===== config.mk =====
export PLATFORM = sky130hd
export DESIGN_NAME = fixed_range_mono16_to_mono8_flat
export DESIGN_NICKNAME = d
export VERILOG_FILES = /design/src/design/frm8_pkg.sv /design/src/design/frm8_if.sv /design/src/design/frm8_div.sv /design/src/design/fixed_range_mono16_to_mono8.sv /design/src/flat_wrapper.sv
export SDC_FILE = /design/constraint.sdc
export NUM_CORES = 1
export LEC_CHECK = 0
export CORE_AREA = 8 8 282 202
export DETAILED_ROUTE_END_ITERATION = 8
export DIE_AREA = 0 0 290 210
export DONT_BUFFER_PORTS = 1
export PLACE_DENSITY = 0.76
export SYNTH_ARGS = -nofsm -noshare
export SYNTH_HDL_FRONTEND = slang
export SYNTH_SLANG_ARGS = --single-unit

===== constraint.sdc =====
create_clock -name i_clk -period 6.46 [get_ports i_clk]
set_clock_uncertainty 0.05 [all_clocks]
set_input_delay 1.292 -clock i_clk [delete_from_list [all_inputs] [get_ports i_clk]]
set_output_delay 1.292 -clock i_clk [all_outputs]
set_load 0.005 [all_outputs]

===== src/design/frm8_pkg.sv =====
// Shared types and constants for the fixed-range 16-bit to 8-bit pixel scaler.
`default_nettype none

package frm8_pkg;

    localparam int unsigned PIX_IN_W   = 16;
    localparam int unsigned PIX_OUT_W  = 8;
    localparam int unsigned DEPTH_W    = 5;
    localparam int unsigned FS_W       = 17;
    localparam int unsigned MAX_W      = 16;
    localparam int unsigned NUM_W      = 24;
    localparam int unsigned QUOT_W     = 8;
    localparam int unsigned APB_DATA_W = 32;
    localparam int unsigned CFG_ADDR_W = 4;

    localparam logic [PIX_OUT_W-1:0] PIX_SCALE      = 8'd255;
    localparam logic [DEPTH_W-1:0]   DEPTH_MAX      = 5'd16;
    localparam logic [DEPTH_W-1:0]   BIT_DEPTH_RST  = 5'd12;
    localparam logic [FS_W-1:0]      FULL_SCALE_RST = 17'd4095;

    // Register index, taken from paddr[3:2].
    typedef enum logic [1:0] {
        CFG_BIT_DEPTH  = 2'd0,
        CFG_FULL_SCALE = 2'd1,
        CFG_PASSTHRU   = 2'd2
    } t_cfg_reg;

    // Dividend, divisor and error flag handed to the divider pipeline.
    typedef struct packed {
        logic [NUM_W-1:0] num;
        logic [MAX_W-1:0] dvs;
        logic             err;
    } t_div_req;

    // Quotient and error flag leaving the divider pipeline.
    typedef struct packed {
        logic [QUOT_W-1:0] quot;
        logic              err;
    } t_div_rsp;

endpackage

`default_nettype wire


===== src/design/frm8_if.sv =====
// Stream interfaces for the pixel input and pixel output channels.
`default_nettype none

interface frm8_in_if import frm8_pkg::*; ();
    logic                valid;
    logic                ready;
    logic [PIX_IN_W-1:0] pixel_in;

    modport source (output valid, output pixel_in, input ready);
    modport sink   (input valid, input pixel_in, output ready);
endinterface

interface frm8_out_if import frm8_pkg::*; ();
    logic                 valid;
    logic                 ready;
    logic [PIX_OUT_W-1:0] pixel_out;
    logic                 config_error;

    modport source (output valid, output pixel_out, output config_error, input ready);
    modport sink   (input valid, input pixel_out, input config_error, output ready);
endinterface

`default_nettype wire


===== src/design/frm8_div.sv =====
// Pipelined restoring divider: one quotient bit per register stage.
`default_nettype none

module frm8_div import frm8_pkg::*; (
    input  wire logic     i_clk,
    input  wire logic     i_rst_n,
    input  wire logic     i_valid,
    output logic          o_ready,
    input  wire t_div_req i_req,
    output logic          o_valid,
    input  wire logic     i_ready,
    output t_div_rsp      o_rsp
);

    logic                  r_v   [QUOT_W];
    logic [NUM_W-1:0]      r_rem [QUOT_W];
    logic [MAX_W-1:0]      r_dvs [QUOT_W];
    logic [QUOT_W-1:0]     r_q   [QUOT_W];
    logic                  r_err [QUOT_W];

    logic                  src_v   [QUOT_W];
    logic [NUM_W-1:0]      src_rem [QUOT_W];
    logic [MAX_W-1:0]      src_dvs [QUOT_W];
    logic [QUOT_W-1:0]     src_q   [QUOT_W];
    logic                  src_err [QUOT_W];
    logic                  en      [QUOT_W];

    // A stage moves when it is empty or the stage after it moves.
    always_comb begin
        en[QUOT_W-1] = !r_v[QUOT_W-1] || i_ready;
        for (int s = QUOT_W - 2; s >= 0; s--) begin
            en[s] = !r_v[s] || en[s+1];
        end
    end

    genvar s;
    generate
        for (s = 0; s < QUOT_W; s++) begin : g_stage
            logic [NUM_W-1:0]  n_rem;
            logic [QUOT_W-1:0] n_q;
            logic [NUM_W-1:0]  dvs_sh;

            if (s == 0) begin : g_first
                assign src_v[s]   = i_valid;
                assign src_rem[s] = i_req.num;
                assign src_dvs[s] = i_req.dvs;
                assign src_q[s]   = '0;
                assign src_err[s] = i_req.err;
            end else begin : g_next
                assign src_v[s]   = r_v[s-1];
                assign src_rem[s] = r_rem[s-1];
                assign src_dvs[s] = r_dvs[s-1];
                assign src_q[s]   = r_q[s-1];
                assign src_err[s] = r_err[s-1];
            end

            // Try to take the divisor, shifted to this bit's weight, out of the remainder.
            always_comb begin
                dvs_sh = NUM_W'(src_dvs[s]) << (QUOT_W - 1 - s);
                n_q    = src_q[s];
                n_rem  = src_rem[s];
                if (src_rem[s] >= dvs_sh) begin
                    n_rem              = src_rem[s] - dvs_sh;
                    n_q[QUOT_W-1-s]    = 1'b1;
                end
            end

            always_ff @(posedge i_clk) begin
                if (!i_rst_n) begin
                    r_v[s] <= 1'b0;
                end else if (en[s]) begin
                    r_v[s] <= src_v[s];
                end
            end

            always_ff @(posedge i_clk) begin
                if (en[s] && src_v[s]) begin
                    r_rem[s] <= n_rem;
                    r_dvs[s] <= src_dvs[s];
                    r_q[s]   <= n_q;
                    r_err[s] <= src_err[s];
                end
            end
        end
    endgenerate

    assign o_ready    = en[0];
    assign o_valid    = r_v[QUOT_W-1];
    assign o_rsp.quot = r_q[QUOT_W-1];
    assign o_rsp.err  = r_err[QUOT_W-1];

endmodule

`default_nettype wire


===== src/design/fixed_range_mono16_to_mono8.sv =====
// Top level of the fixed-range 16-bit to 8-bit monochrome pixel scaler.
//
// One 16-bit camera pixel enters per transfer on i_pix and one 8-bit display
// pixel with an error flag leaves per transfer on o_pix, in the same order.
// The pixel is clamped to a full-scale maximum and scaled as
// (p*255 + max/2) / max. The maximum is the full_scale register, or
// (1 << bit_depth) - 1 when that register is zero. In pass-through mode the
// low byte of the pixel is forwarded. Otherwise a bit depth outside 1 to 16
// or a full scale above 65535 gives pixel 0 with config_error set.
// The APB port holds bit_depth at 0x0, full_scale at 0x4 and
// passthrough_8bit at 0x8; write it only while no pixels are in flight.
// An input transfer passes a clamp stage, a multiply-add stage and eight
// divider stages, each resolving one quotient bit, before its result shows
// on o_pix. A new pixel is taken every cycle until a receiver stall backs up to i_pix.
// Reset clears all valid bits and loads the register reset values. When the
// receiver stalls, the result holds in the last stage and the stages behind
// it keep filling their empty slots before i_pix.ready drops.
`default_nettype none

module fixed_range_mono16_to_mono8 import frm8_pkg::*; (
    input  wire logic                  i_clk,
    input  wire logic                  i_rst_n,
    frm8_in_if.sink                    i_pix,
    frm8_out_if.source                 o_pix,
    input  wire logic                  psel,
    input  wire logic                  penable,
    input  wire logic                  pwrite,
    input  wire logic [CFG_ADDR_W-1:0] paddr,
    input  wire logic [APB_DATA_W-1:0] pwdata,
    output logic      [APB_DATA_W-1:0] prdata,
    output logic                       pready
);

    // Configuration registers.
    logic [DEPTH_W-1:0] r_bit_depth;
    logic [FS_W-1:0]    r_full_scale;
    logic               r_pass;
    logic               cfg_wr;
    t_cfg_reg           cfg_sel;

    assign pready  = 1'b1;
    assign cfg_wr  = psel && penable && pwrite;
    assign cfg_sel = t_cfg_reg'(paddr[3:2]);

    always_ff @(posedge i_clk) begin
        if (!i_rst_n) begin
            r_bit_depth  <= BIT_DEPTH_RST;
            r_full_scale <= FULL_SCALE_RST;
            r_pass       <= 1'b0;
        end else if (cfg_wr) begin
            case (cfg_sel)
                CFG_BIT_DEPTH:  r_bit_depth  <= pwdata[DEPTH_W-1:0];
                CFG_FULL_SCALE: r_full_scale <= pwdata[FS_W-1:0];
                CFG_PASSTHRU:   r_pass       <= pwdata[0];
                default: ;
            endcase
        end
    end

    always_comb begin
        case (cfg_sel)
            CFG_BIT_DEPTH:  prdata = APB_DATA_W'(r_bit_depth);
            CFG_FULL_SCALE: prdata = APB_DATA_W'(r_full_scale);
            CFG_PASSTHRU:   prdata = APB_DATA_W'(r_pass);
            default:        prdata = '0;
        endcase
    end

    // Stage A: pick the maximum, check the configuration and clamp the pixel.
    // Pass-through is folded into the same datapath as pixel = low byte and
    // maximum = 255, which the divider returns unchanged. An error feeds a
    // zero pixel over a maximum of one so the quotient comes out zero.
    logic [FS_W-1:0]     depth_sh;
    logic [MAX_W-1:0]    max_sel;
    logic                cfg_bad;
    logic [MAX_W-1:0]    n_a_pix;
    logic [MAX_W-1:0]    n_a_max;
    logic                n_a_err;
    logic                r_a_v;
    logic [MAX_W-1:0]    r_a_pix;
    logic [MAX_W-1:0]    r_a_max;
    logic                r_a_err;

    // Stage B: form the dividend p*255 + max/2.
    logic                r_b_v;
    t_div_req            r_b_req;
    t_div_req            n_b_req;

    logic                en_a;
    logic                en_b;
    logic                div_ready;
    t_div_rsp            div_rsp;

    always_comb begin
        depth_sh = FS_W'(1) << r_bit_depth;
        max_sel  = (r_full_scale == '0) ? MAX_W'(depth_sh - FS_W'(1))
                                         : r_full_scale[MAX_W-1:0];
        cfg_bad  = (r_bit_depth == '0) || (r_bit_depth > DEPTH_MAX) || r_full_scale[FS_W-1];
        n_a_err  = 1'b0;
        if (r_pass) begin
            n_a_pix = MAX_W'(i_pix.pixel_in[PIX_OUT_W-1:0]);
            n_a_max = MAX_W'(PIX_SCALE);
        end else if (cfg_bad) begin
            n_a_pix = '0;
            n_a_max = MAX_W'(1);
            n_a_err = 1'b1;
        end else begin
            n_a_max = max_sel;
            n_a_pix = (i_pix.pixel_in > max_sel) ? max_sel : i_pix.pixel_in;
        end
    end

    always_comb begin
        n_b_req.num = NUM_W'(r_a_pix) * NUM_W'(PIX_SCALE) + NUM_W'(r_a_max >> 1);
        n_b_req.dvs = r_a_max;
        n_b_req.err = r_a_err;
    end

    assign en_b        = !r_b_v || div_ready;
    assign en_a        = !r_a_v || en_b;
    assign i_pix.ready = en_a;

    always_ff @(posedge i_clk) begin
        if (!i_rst_n) begin
            r_a_v <= 1'b0;
            r_b_v <= 1'b0;
        end else begin
            if (en_a) begin
                r_a_v <= i_pix.valid;
            end
            if (en_b) begin
                r_b_v <= r_a_v;
            end
        end
    end

    always_ff @(posedge i_clk) begin
        if (en_a && i_pix.valid) begin
            r_a_pix <= n_a_pix;
            r_a_max <= n_a_max;
            r_a_err <= n_a_err;
        end
        if (en_b && r_a_v) begin
            r_b_req <= n_b_req;
        end
    end

    frm8_div u_div (
        .i_clk   (i_clk),
        .i_rst_n (i_rst_n),
        .i_valid (r_b_v),
        .o_ready (div_ready),
        .i_req   (r_b_req),
        .o_valid (o_pix.valid),
        .i_ready (o_pix.ready),
        .o_rsp   (div_rsp)
    );

    assign o_pix.pixel_out    = div_rsp.quot;
    assign o_pix.config_error = div_rsp.err;

endmodule

`default_nettype wire


===== src/flat_wrapper.sv =====
// flat-port wrapper written by rule: the top's interface ports become plain ports
module fixed_range_mono16_to_mono8_flat import frm8_pkg::*;
  (i_clk, i_rst_n, psel, penable, pwrite, paddr, pwdata, prdata, pready, i_pix_valid, i_pix_pixel_in, i_pix_ready, o_pix_valid, o_pix_pixel_out, o_pix_config_error, o_pix_ready);
  frm8_in_if i_pix_i ();
  frm8_out_if o_pix_i ();
  input  wire logic i_clk;
  input  wire logic i_rst_n;
  input  wire logic psel;
  input  wire logic penable;
  input  wire logic pwrite;
  input  wire logic [CFG_ADDR_W-1:0] paddr;
  input  wire logic [APB_DATA_W-1:0] pwdata;
  output logic      [APB_DATA_W-1:0] prdata;
  output logic pready;
  input wire logic [$bits(i_pix_i.valid)-1:0] i_pix_valid;
  input wire logic [$bits(i_pix_i.pixel_in)-1:0] i_pix_pixel_in;
  output wire logic [$bits(i_pix_i.ready)-1:0] i_pix_ready;
  output wire logic [$bits(o_pix_i.valid)-1:0] o_pix_valid;
  output wire logic [$bits(o_pix_i.pixel_out)-1:0] o_pix_pixel_out;
  output wire logic [$bits(o_pix_i.config_error)-1:0] o_pix_config_error;
  input wire logic [$bits(o_pix_i.ready)-1:0] o_pix_ready;
  assign i_pix_i.valid = i_pix_valid;
  assign i_pix_i.pixel_in = i_pix_pixel_in;
  assign i_pix_ready = i_pix_i.ready;
  assign o_pix_valid = o_pix_i.valid;
  assign o_pix_pixel_out = o_pix_i.pixel_out;
  assign o_pix_config_error = o_pix_i.config_error;
  assign o_pix_i.ready = o_pix_ready;
  fixed_range_mono16_to_mono8 u_core (.i_clk(i_clk), .i_rst_n(i_rst_n), .i_pix(i_pix_i), .o_pix(o_pix_i), .psel(psel), .penable(penable), .pwrite(pwrite), .paddr(paddr), .pwdata(pwdata), .prdata(prdata), .pready(pready));
endmodule

Yosys cells after proc, flatten, opt, wreduce, memory -nomap -nowiden:

Memories as Yosys holds them, arrays and structs flattened.
Index checks and enable logic that the tools add are counted.

* output and inout bits: 44
* memories kept: 5
* logic and storage cells: 163
* bits of input ports: 59
* memory bits (writable): 400
* register bits after elaboration: 99

* equal/unequal tests: 2
* magnitude comparators: 10
* $mul: 1
* muxes and demuxes: 72
* reductions and logical operators: 41
* add/subtract/negate cells: 10
* shifts and indexed selects: 1
* bitwise gates (word level): 8

Memories
* u_core.u_div.r_rem: depth 8, bits a word 24, rd ports 7, clocked after Yosys merged registers in 0, write ports 8, line frm8_div.sv:16 `logic [NUM_W-1:0] r_rem [QUOT_W];`
* u_core.u_div.r_dvs: depth 8, bits a word 16, rd ports 7, clocked after Yosys merged registers in 0, write ports 8, line frm8_div.sv:17 `logic [MAX_W-1:0] r_dvs [QUOT_W];`
* u_core.u_div.r_q: depth 8, bits a word 8, rd ports 8, clocked after Yosys merged registers in 0, write ports 8, line frm8_div.sv:18 `logic [QUOT_W-1:0] r_q [QUOT_W];`
* u_core.u_div.r_err: depth 8, bits a word 1, rd ports 8, clocked after Yosys merged registers in 0, write ports 8, line frm8_div.sv:19 `logic r_err [QUOT_W];`
* u_core.u_div.r_v: depth 8, bits a word 1, rd ports 8, clocked after Yosys merged registers in 0, write ports 8, line frm8_div.sv:15 `logic r_v [QUOT_W];`

Operator list (number)
* $mux W24: 8
* $mux W1: 58
* $pmux W17 S3: 1
* $mux W16: 2
* $add A24 B15 Y24: 1
* $ge A24 B16 Y1: 1
* $ge A24 B17 Y1: 1
* $ge A24 B18 Y1: 1
* $ge A24 B19 Y1: 1
* $ge A24 B20 Y1: 1
* $ge A24 B21 Y1: 1
* $ge A24 B22 Y1: 1
* $ge A24 B23 Y1: 1
* $mul A16 B8 Y24 const B: 1
* $mux W8: 3
* $sub A24 B16 Y24: 1
* $sub A24 B17 Y24: 1
* $sub A24 B18 Y24: 1
* $sub A24 B19 Y24: 1
* $sub A24 B20 Y24: 1
* $sub A24 B21 Y24: 1
* $sub A24 B22 Y24: 1
* $sub A24 B23 Y24: 1
* $logic_not A17 Y1: 1
* 14 further kinds: 54

Longest topological paths before layout:

Gate-level depths: netlist of the first run.
An unclocked memory read counts as a cell.

* depth after elaboration: 14
* gate-level depth with buffers: 19
* gate-level depth less buffers: 17

Modules after synthesis:

Synthesis of the first run repeated with hierarchy kept, for this count alone.

* cell total of the unflattened synthesis: 2394
* area total of the unflattened synthesis: 26776.9 um^2

Modules (own cells, without submodules)
* frm8_div: times used 1, area each 18569.1 um^2, seq. area each 9959.6 um^2, cells an instance 1614
* fixed_range_mono16_to_mono8: times used 1, area each 8207.9 um^2, seq. area each 2722.6 um^2, cells an instance 780

Worst setup path after synthesis of the first run:

No wires, ideal clock.

* kind: in2reg
* start: in o_pix_ready
* end: mem u_core.u_div.r_dvs[4][0], enable pin
* setup time: 0.520 ns
* stages: 3
* path buffers: 0
* path slack: 0.936 ns
* data required time: 5.890 ns
* data arrival time: 4.954 ns
* cells stage by stage: nor2b_1 and3_1 a21boi_0

RTL lines
* start, declared: line flat_wrapper.sv:21 `input wire logic [$bits(o_pix_i.ready)-1:0] o_pix_ready;`
* end, declared: line frm8_div.sv:17

==> results of run 1 <==
[cells by family after synthesis]
kind of cell    after synthesis  synth area share (%)
flops                       431                  48.8
other cells                   2                0.0289
fa+ha+maj                   282                  16.2
mux                          44                  1.90
compound gates              509                  12.2
simple gates                572                  10.9
xor+xnor                    123                  4.14
buf+inv                     381                  5.81
[per-layer routing]
metal	track usage (%)	share of wire, %
met1	18.9	43
met2	28.4	49
met3	2.88	4.6
met4	5.88	3.4
met5	0	0
[worst paths after layout]
| path | from | cells past startpoint | slack [ns] | endpoint |
|---|---|---|---|---|
| hold / removal | u_core.u_div.r_q[0][29]$_DFFE_PP_ | 0 | 0.37 | u_core.u_div.r_q[1][5]$_DFFE_PP_ |
| setup reg to reg | u_core.r_a_pix[4]$_DFFE_PP_ | 17 | 1.14 | u_core.r_b_req[37]$_DFFE_PP_ |
| hold reg to reg | u_core.u_div.r_q[0][29]$_DFFE_PP_ | 0 | 0.37 | u_core.u_div.r_q[1][5]$_DFFE_PP_ |
| setup / recovery | u_core.r_a_pix[4]$_DFFE_PP_ | 17 | 1.14 | u_core.r_b_req[37]$_DFFE_PP_ |
[per-stage QoR]
stage	instances	setup slack, ns
after floorplan	2358	0.936
after global placement	2995	1.25
after detailed placement	2995	1.19
after CTS	3072	1.14
after global routing	3072	0.881
final	3072	1.14
[layout make-up]
| cell class | count | share of cell area (%) |
|---|---|---|
| Multi-Input combinational cell | 1546 | 42.5 |
| Inverter | 314 | 4.18 |
| Clock buffer | 53 | 4.02 |
| Tap cell | 693 | 3.08 |
| Sequential cell | 431 | 45.0 |
| Clock inverter | 24 | 0.923 |
| Timing Repair Buffer | 11 | 0.293 |
[sequential cells by signal, summed over array words and instances, names as in the netlist, 5 cells and up]
signal	count
u_core.r_a_max	16
u_core.r_a_pix	16
u_core.r_b_req	41
u_core.r_bit_depth	5
u_core.r_full_scale	17
u_core.u_div.r_dvs	112
u_core.u_div.r_err	8
u_core.u_div.r_q	36
u_core.u_div.r_rem	168
u_core.u_div.r_v	8
[power breakdown]
group	switching, mW	leakage, nW	internal [mW]
Combinational	2.04	6.82	1.64
Sequential	0.0964	3.84	3.42
Clock	1.05	0.676	1.42
[cell usage in the layout (no fill, tap or decap), types with 16 or more instances in the layout]
cell type | Yosys | layout
edfxtp_1 | 405 | 405
inv_1 | 313 | 313
ha_1 | 190 | 190
a21oi_1 | 185 | 184
nor2_1 | 157 | 157
nand2_1 | 134 | 134
o21ai_0 | 94 | 94
fa_1 | 92 | 92
xnor2_1 | 68 | 68
xor2_1 | 55 | 55
nand3_1 | 52 | 52
a21o_1 | 50 | 50
clkbuf_16 | 0 | 42
nor3_1 | 31 | 31
nand2b_1 | 31 | 31
nor2b_1 | 32 | 30
nand4_1 | 27 | 27
mux2_2 | 26 | 26
dfxtp_1 | 26 | 26
a211oi_1 | 25 | 25
and2_1 | 27 | 24
o21a_1 | 20 | 20
o21bai_1 | 19 | 19
conb_1 | 2 | 16
[critical path: stages, from the launching register on]
cell and delay, ns:
edfxtp_1 0.51, fa_1 0.65, inv_1 0.08, fa_1 0.50, inv_1 0.05, fa_1 0.53
inv_1 0.05, fa_1 0.53, inv_1 0.04, ha_1 0.35, a21o_1 0.20, a21o_1 0.17
a21oi_1 0.19, a21boi_0 0.16, or3b_2 0.47, a31o_2 0.24, a21oi_1 0.18, xnor2_1 0.10
==> key figures, run 1 <==
Yosys
  • Seq/Total Area, Yosys: 48.8%
  • Number of synthesis warnings: 0
  • Count leader, synth: edfxtp_1
  • Yosys reg bits: 431
  • Netlist cell types: 78
  • Cell Area, Synth: 26000 sq um
  • Area leader, netlist: edfxtp_1
  • Share of the synthesized area in the top cell type: 46.8%
  • Top_reg_cell synth: edfxtp_1
  • Top post-synthesis cells by area: edfxtp_1 (47%), ha_1 (9.1%), fa_1 (7.1%)
  • Mean Syn Cell Area: 11.1 sq um
  • Post-synth EDFFs: 405
  • Top cells by count, synth: edfxtp_1 (405), inv_1 (313), ha_1 (190), a21oi_1 (185), nor2_1 (157)
  • Async S/R FF share, synth: 0%
  • Synth Instances: 2344

STA
  • FMAX: 188 MHz
  • RSZ-0062 raised after global routing: false
  • Rel. slew slack: 23.8%
  • Final Cycle Share: 82.3%
  • Slew Limit Fails: 0
  • Final Hold Viols: 0
  • Period minus WS final: 5.32 ns
  • Hold Slack: 0.365 ns
  • Final setup viols: 0
  • Setup_tns: 0 ns
  • Slew @ Worst Pin: 1.14 ns

Clock network
  • Resized Gates After CTS: 0
  • Setup Fix Bufs, Post-CTS: 0
  • CTS tree: built
  • Reg clk slew, reported paths: 0.06 ns
  • Worst skew pair latency: 0.56 ns
  • H-tree levels: 2
  • Hold buffers post-CTS: 0
  • Clock root buffer: clkbuf_16
  • CTS buffer count: 42
  • Clk sinks: 431
  • Longest Clk Path Bufs: 3

Layout
  • Diode count: 0
  • Register area: 12700 sq um
  • Post-layout net count: 2687
  • Filler cells: 4302
  • Area growth syn-to-layout: 8.38%
  • Layout cells sized above 1: 5.93%
  • Area of the multi-input gates: 12000 sq um
  • Final instance area: 28200 sq um
  • Final Core Density: 53.3%

Worst setup path
  • Worst-path maximum fanout: 5
  • Worst setup SP type: flop
  • WP data arrival: 5.56 ns
  • CP Capture Type: flop
  • Worst EP required: 6.70 ns
  • Setup Crit Path Kind: flop to flop

Place
  • Hpwl dp: 37.4 mm
  • Final GP Congestion: 0.941
  • IO buf count: 0
  • Dpl cell area: 26800 sq um

Global routing
  • GRT Util Overall: 15.8%
  • Largest net degree at the start of global routing: 49
  • First-pass GRT wire length: 82.4 mm
  • Total gr overflow: 0
  • Antenna violations before repair: 0
  • Vias in the first global route: 17.2k

Floorplan
  • Die width: 290 um
  • Full die area: 60900 sq um
  • Die height: 210 um
  • Std-Cell Rows: 71
  • Area of the core: 52900 sq um
  • Initial core utilization: 49.2%
  • I/O pin count: 103

Routing
  • Iteration-0 DRC Markers: 1051
  • WL final: 48.8 mm
  • Via count: 16.9k
  • Post-route ant nets: 0
  • Residual DRC: 0
  • DRT Pass-1 Iters: 6
  • DR WL/cell: 15.9 um
  • Avg Vias per Cell: 5.49

Flow run
  • Number of max-cap violations: 0

Pwr
  • Final Total Pwr: 9.67 mW
  • P_leak: 11.3 nW
  • Peak supply drop: 301 uV
  • Pwr dens: 343 nW/um^2

Run status
  • Outcome: completed

Min path
  • Worst hold path class: flop to flop
Note: power is estimated with default switching activity, not from simulation.
==> inputs of run 2 (changes only) <==
--- a/config.mk
+++ b/config.mk
@@ -5,11 +5,12 @@
 export SDC_FILE = /design/constraint.sdc
 export NUM_CORES = 1
 export LEC_CHECK = 0
-export CORE_AREA = 8 8 282 202
+export ABC_AREA = 1
+export CORE_AREA = 8 8 298 213
 export DETAILED_ROUTE_END_ITERATION = 8
-export DIE_AREA = 0 0 290 210
+export DIE_AREA = 0 0 306 221
 export DONT_BUFFER_PORTS = 1
-export PLACE_DENSITY = 0.76
+export PLACE_DENSITY = 0.78
 export SYNTH_ARGS = -nofsm -noshare
 export SYNTH_HDL_FRONTEND = slang
 export SYNTH_SLANG_ARGS = --single-unit
==> constraint.sdc (replaced) <==
create_clock -name i_clk -period 4.65 [get_ports i_clk]
set_clock_uncertainty 0.05 [all_clocks]
set_input_delay 0.93 -clock i_clk [delete_from_list [all_inputs] [get_ports i_clk]]
set_output_delay 0.93 -clock i_clk [all_outputs]
set_load 0.005 [all_outputs]
==> run 2 against run 1 <==
  * Via count grew 33%
  * Worst setup slack worse by 0.97 ns
  * Design area is 12% higher
  * Core utilization fell by 0.055 points
  * Final cell count up 38%
  * Highest routed layer unchanged
  * Area after synthesis is 12% higher
  * Total power rose by 60%
  * Clock-buffer cell count fell by 4
  * Critical path depth up 1
  * Flip-flop and latch count is the same
  * Non-clock buffer count up 28
==> key figures, run 2 <==
Yosys
  • Top_reg_cell synth: edfxtp_1
  • Share of the synthesized area in the top cell type: 41.9%
  • Seq/Total Area, Yosys: 43.7%
  • Yosys reg bits: 431
  • Number of synthesis warnings: 0
  • Count leader, synth: nand2_1
  • Post-synth EDFFs: 405
  • Area leader, netlist: edfxtp_1
  • Synth Instances: 3390
  • Async S/R FF share, synth: 0%
  • Cell Area, Synth: 29000 sq um
  • Mean Syn Cell Area: 8.57 sq um
  • Netlist cell types: 54
  • Top post-synthesis cells by area: edfxtp_1 (42%), nand2_1 (12%), ha_1 (8.2%)
  • Top cells by count, synth: nand2_1 (941), inv_1 (611), edfxtp_1 (405), nor2_1 (265), ha_1 (190)

STA
  • Final Hold Viols: 0
  • Final setup viols: 0
  • Final Cycle Share: 96.2%
  • Slew @ Worst Pin: 1.26 ns
  • Worst setup margin: 0.175 ns
  • FMAX: 223 MHz
  • Hold Slack: 0.363 ns
  • Rel. slew slack: 15.8%
  • Slew Limit Fails: 0
  • RSZ-0062 raised after global routing: true
  • Period minus WS final: 4.47 ns
  • Setup_tns: 0 ns

Run status
  • Outcome: completed

Pwr
  • Peak supply drop: 1020 uV
  • P_leak: 14.6 nW
  • Switching Power: 6.13 mW
  • Pwr dens: 493 nW/um^2
  • Sw frac: 39.6%
  • Final Total Pwr: 15.5 mW
  • Sequential share of power: 31.7%
  • Comb power frac: 45.6%
  • P_int: 9.36 mW
  • Clock network fraction of design power: 22.7%

Global routing
  • Total gr overflow: 0
  • First-pass GRT wire length: 111 mm
  • Largest net degree at the start of global routing: 49
  • Vias in the first global route: 21.0k
  • GRT Util Overall: 19.9%
  • Antenna violations before repair: 0

Floorplan
  • Std-Cell Rows: 75
  • Die height: 221 um
  • I/O pin count: 103
  • Initial core utilization: 49.2%
  • Full die area: 67600 sq um
  • Die width: 306 um
  • Area of the core: 59000 sq um

Layout
  • Layout cells sized above 1: 6.81%
  • Final non-filler cell total: 4237
  • Largest register FFs: 168
  • Diode count: 0
  • Most common cell after layout, fill and taps aside: nand2_1
  • Most flops, register: u_core.u_div.r_rem
  • Most frequent cells in the layout: nand2_1 (941), inv_1 (607), edfxtp_1 (405), nor2_1 (259), ha_1 (188)
  • Filler cells: 5237
  • Final Core Density: 53.3%
  • Area growth syn-to-layout: 8.28%
  • Final instance area: 31400 sq um
  • Biggest regs: u_core.u_div.r_rem (168), u_core.u_div.r_dvs (112), u_core.r_b_req (41)
  • Post-layout net count: 3777

Place
  • Final GP Congestion: 0.942
  • Cell total after placement: 4143
  • IO buf count: 0
  • Dpl cell area: 29800 sq um
  • Pre-CTS setup slack: 0.0483 ns
  • Hpwl dp: 54.6 mm

Clock network
  • Longest Clk Path Bufs: 3
  • CTS tree: built
  • Worst skew pair latency: 0.56 ns
  • Clk sinks: 431
  • Reg clk slew, reported paths: 0.07 ns
  • H-tree levels: 2
  • Clock root buffer: clkbuf_16
  • CTS buffer count: 43

Routing
  • Iteration-0 DRC Markers: 2469
  • Via count: 22.4k
  • DR WL/cell: 16.4 um
  • Avg Vias per Cell: 5.30
  • Residual DRC: 0
  • Post-route ant nets: 0
  • DRT Pass-1 Iters: 6
  • WL final: 69.5 mm

Worst setup path
  • Worst EP required: 4.91 ns
  • Setup Crit Path Kind: flop to flop
  • Worst-path maximum fanout: 5
  • Worst setup SP type: flop
  • CP Capture Type: flop
  • WP data arrival: 4.74 ns

Flow run
  • Number of max-cap violations: 0

Min path
  • Worst hold path class: flop to flop
==> run 2: changes by cell type in the layout (fill, tap and decap cells not counted), sizes merged, moves of 39 or more <==
cell   change
a21o      -39
inv      +308
nand2    +822
nand3    +141
nor2     +129
o21ai     +41
xnor2     -47
==> run 2: cells by family (layout without fill, tap and decap cells) <==
logic type / after synthesis / count (layout) / share of synthesized area, %
flip-flops: 431 / 431 / 43.7
AO/OA/AOI/OAI: 388 / 388 / 7.52
buffers and inverters: 673 / 736 / 9.49
adder cells (fa/ha/maj): 282 / 282 / 14.5
other: 2 / 16 / 0.0259
XOR/XNOR: 76 / 76 / 2.29
AND/OR/NAND/NOR: 1538 / 1538 / 22.5
==> run 2: worst max-delay path, cell delays in order (launching register included) <==
cell      delay [ns]
edfxtp_1        0.52
fa_1            0.64
inv_1           0.08
fa_1            0.51
inv_1           0.05
fa_1            0.52
inv_1           0.05
fa_1            0.53
inv_1           0.04
ha_1            0.35
nand2_1         0.15
inv_1           0.06
nand2_1         0.16
inv_1           0.06
nand2_1         0.07
nand2_1         0.07
nand2_1         0.07
nand3_1         0.09
xor2_1          0.15
==> run 2: worst paths after layout <==
kind / end / slack (ns) / depth (start not counted) / start
worst max register to register: u_core.r_b_req[40]$_DFFE_PP_ / 0.18 / 18 / u_core.r_a_pix[6]$_DFFE_PP_
worst min-delay path: u_core.u_div.r_err[0][2]$_DFFE_PP_ / 0.36 / 0 / u_core.u_div.r_err[0][1]$_DFFE_PP_
worst min register to register: u_core.u_div.r_err[0][2]$_DFFE_PP_ / 0.36 / 0 / u_core.u_div.r_err[0][1]$_DFFE_PP_
worst max-delay path: u_core.r_b_req[40]$_DFFE_PP_ / 0.18 / 18 / u_core.r_a_pix[6]$_DFFE_PP_
==> run 2: cell type report <==
type	instances	area [sq um]	area share [%]
multi-input combinational	2300	13800	43.8
sequential	431	12700	40.3
inverter	621	2340	7.44
clock buffer	49	1120	3.56
tap	770	963	3.06
timing repair buffer	39	293	0.931
clock inverter	27	273	0.867
==> run 2: timing repair <==
action / 4_1_cts / 5_1_grt
endpoints found under the setup margin: 1 / 13
endpoints found under the hold margin: 0 / 0
setup buffers: 0 / 18
hold buffers: 0 / 0
pin swaps: 0 / 5
gates resized for setup: 1 / 34
==> run 2: power by group through the flow <==
stage / combinational [mW] / sequential, mW / clock (mW)
2_1_floorplan: 4.98 / 4.94 / 0
3_3_place_gp: 6.43 / 4.99 / 0
3_5_place_dp: 6.51 / 5.00 / 0
4_1_cts: 6.57 / 4.91 / 3.57
5_1_grt: 8.07 / 4.93 / 3.72
6_report: 7.06 / 4.91 / 3.52
==> run 2: metal layers <==
layer	GRT usage, %	vias up	share of wire (%)
met3	4.01	100	9.0
li1	-	11100	-
met4	4.18	0	1.8
met2	29.5	849	42
met1	30.0	10400	47
met5	0	-	0
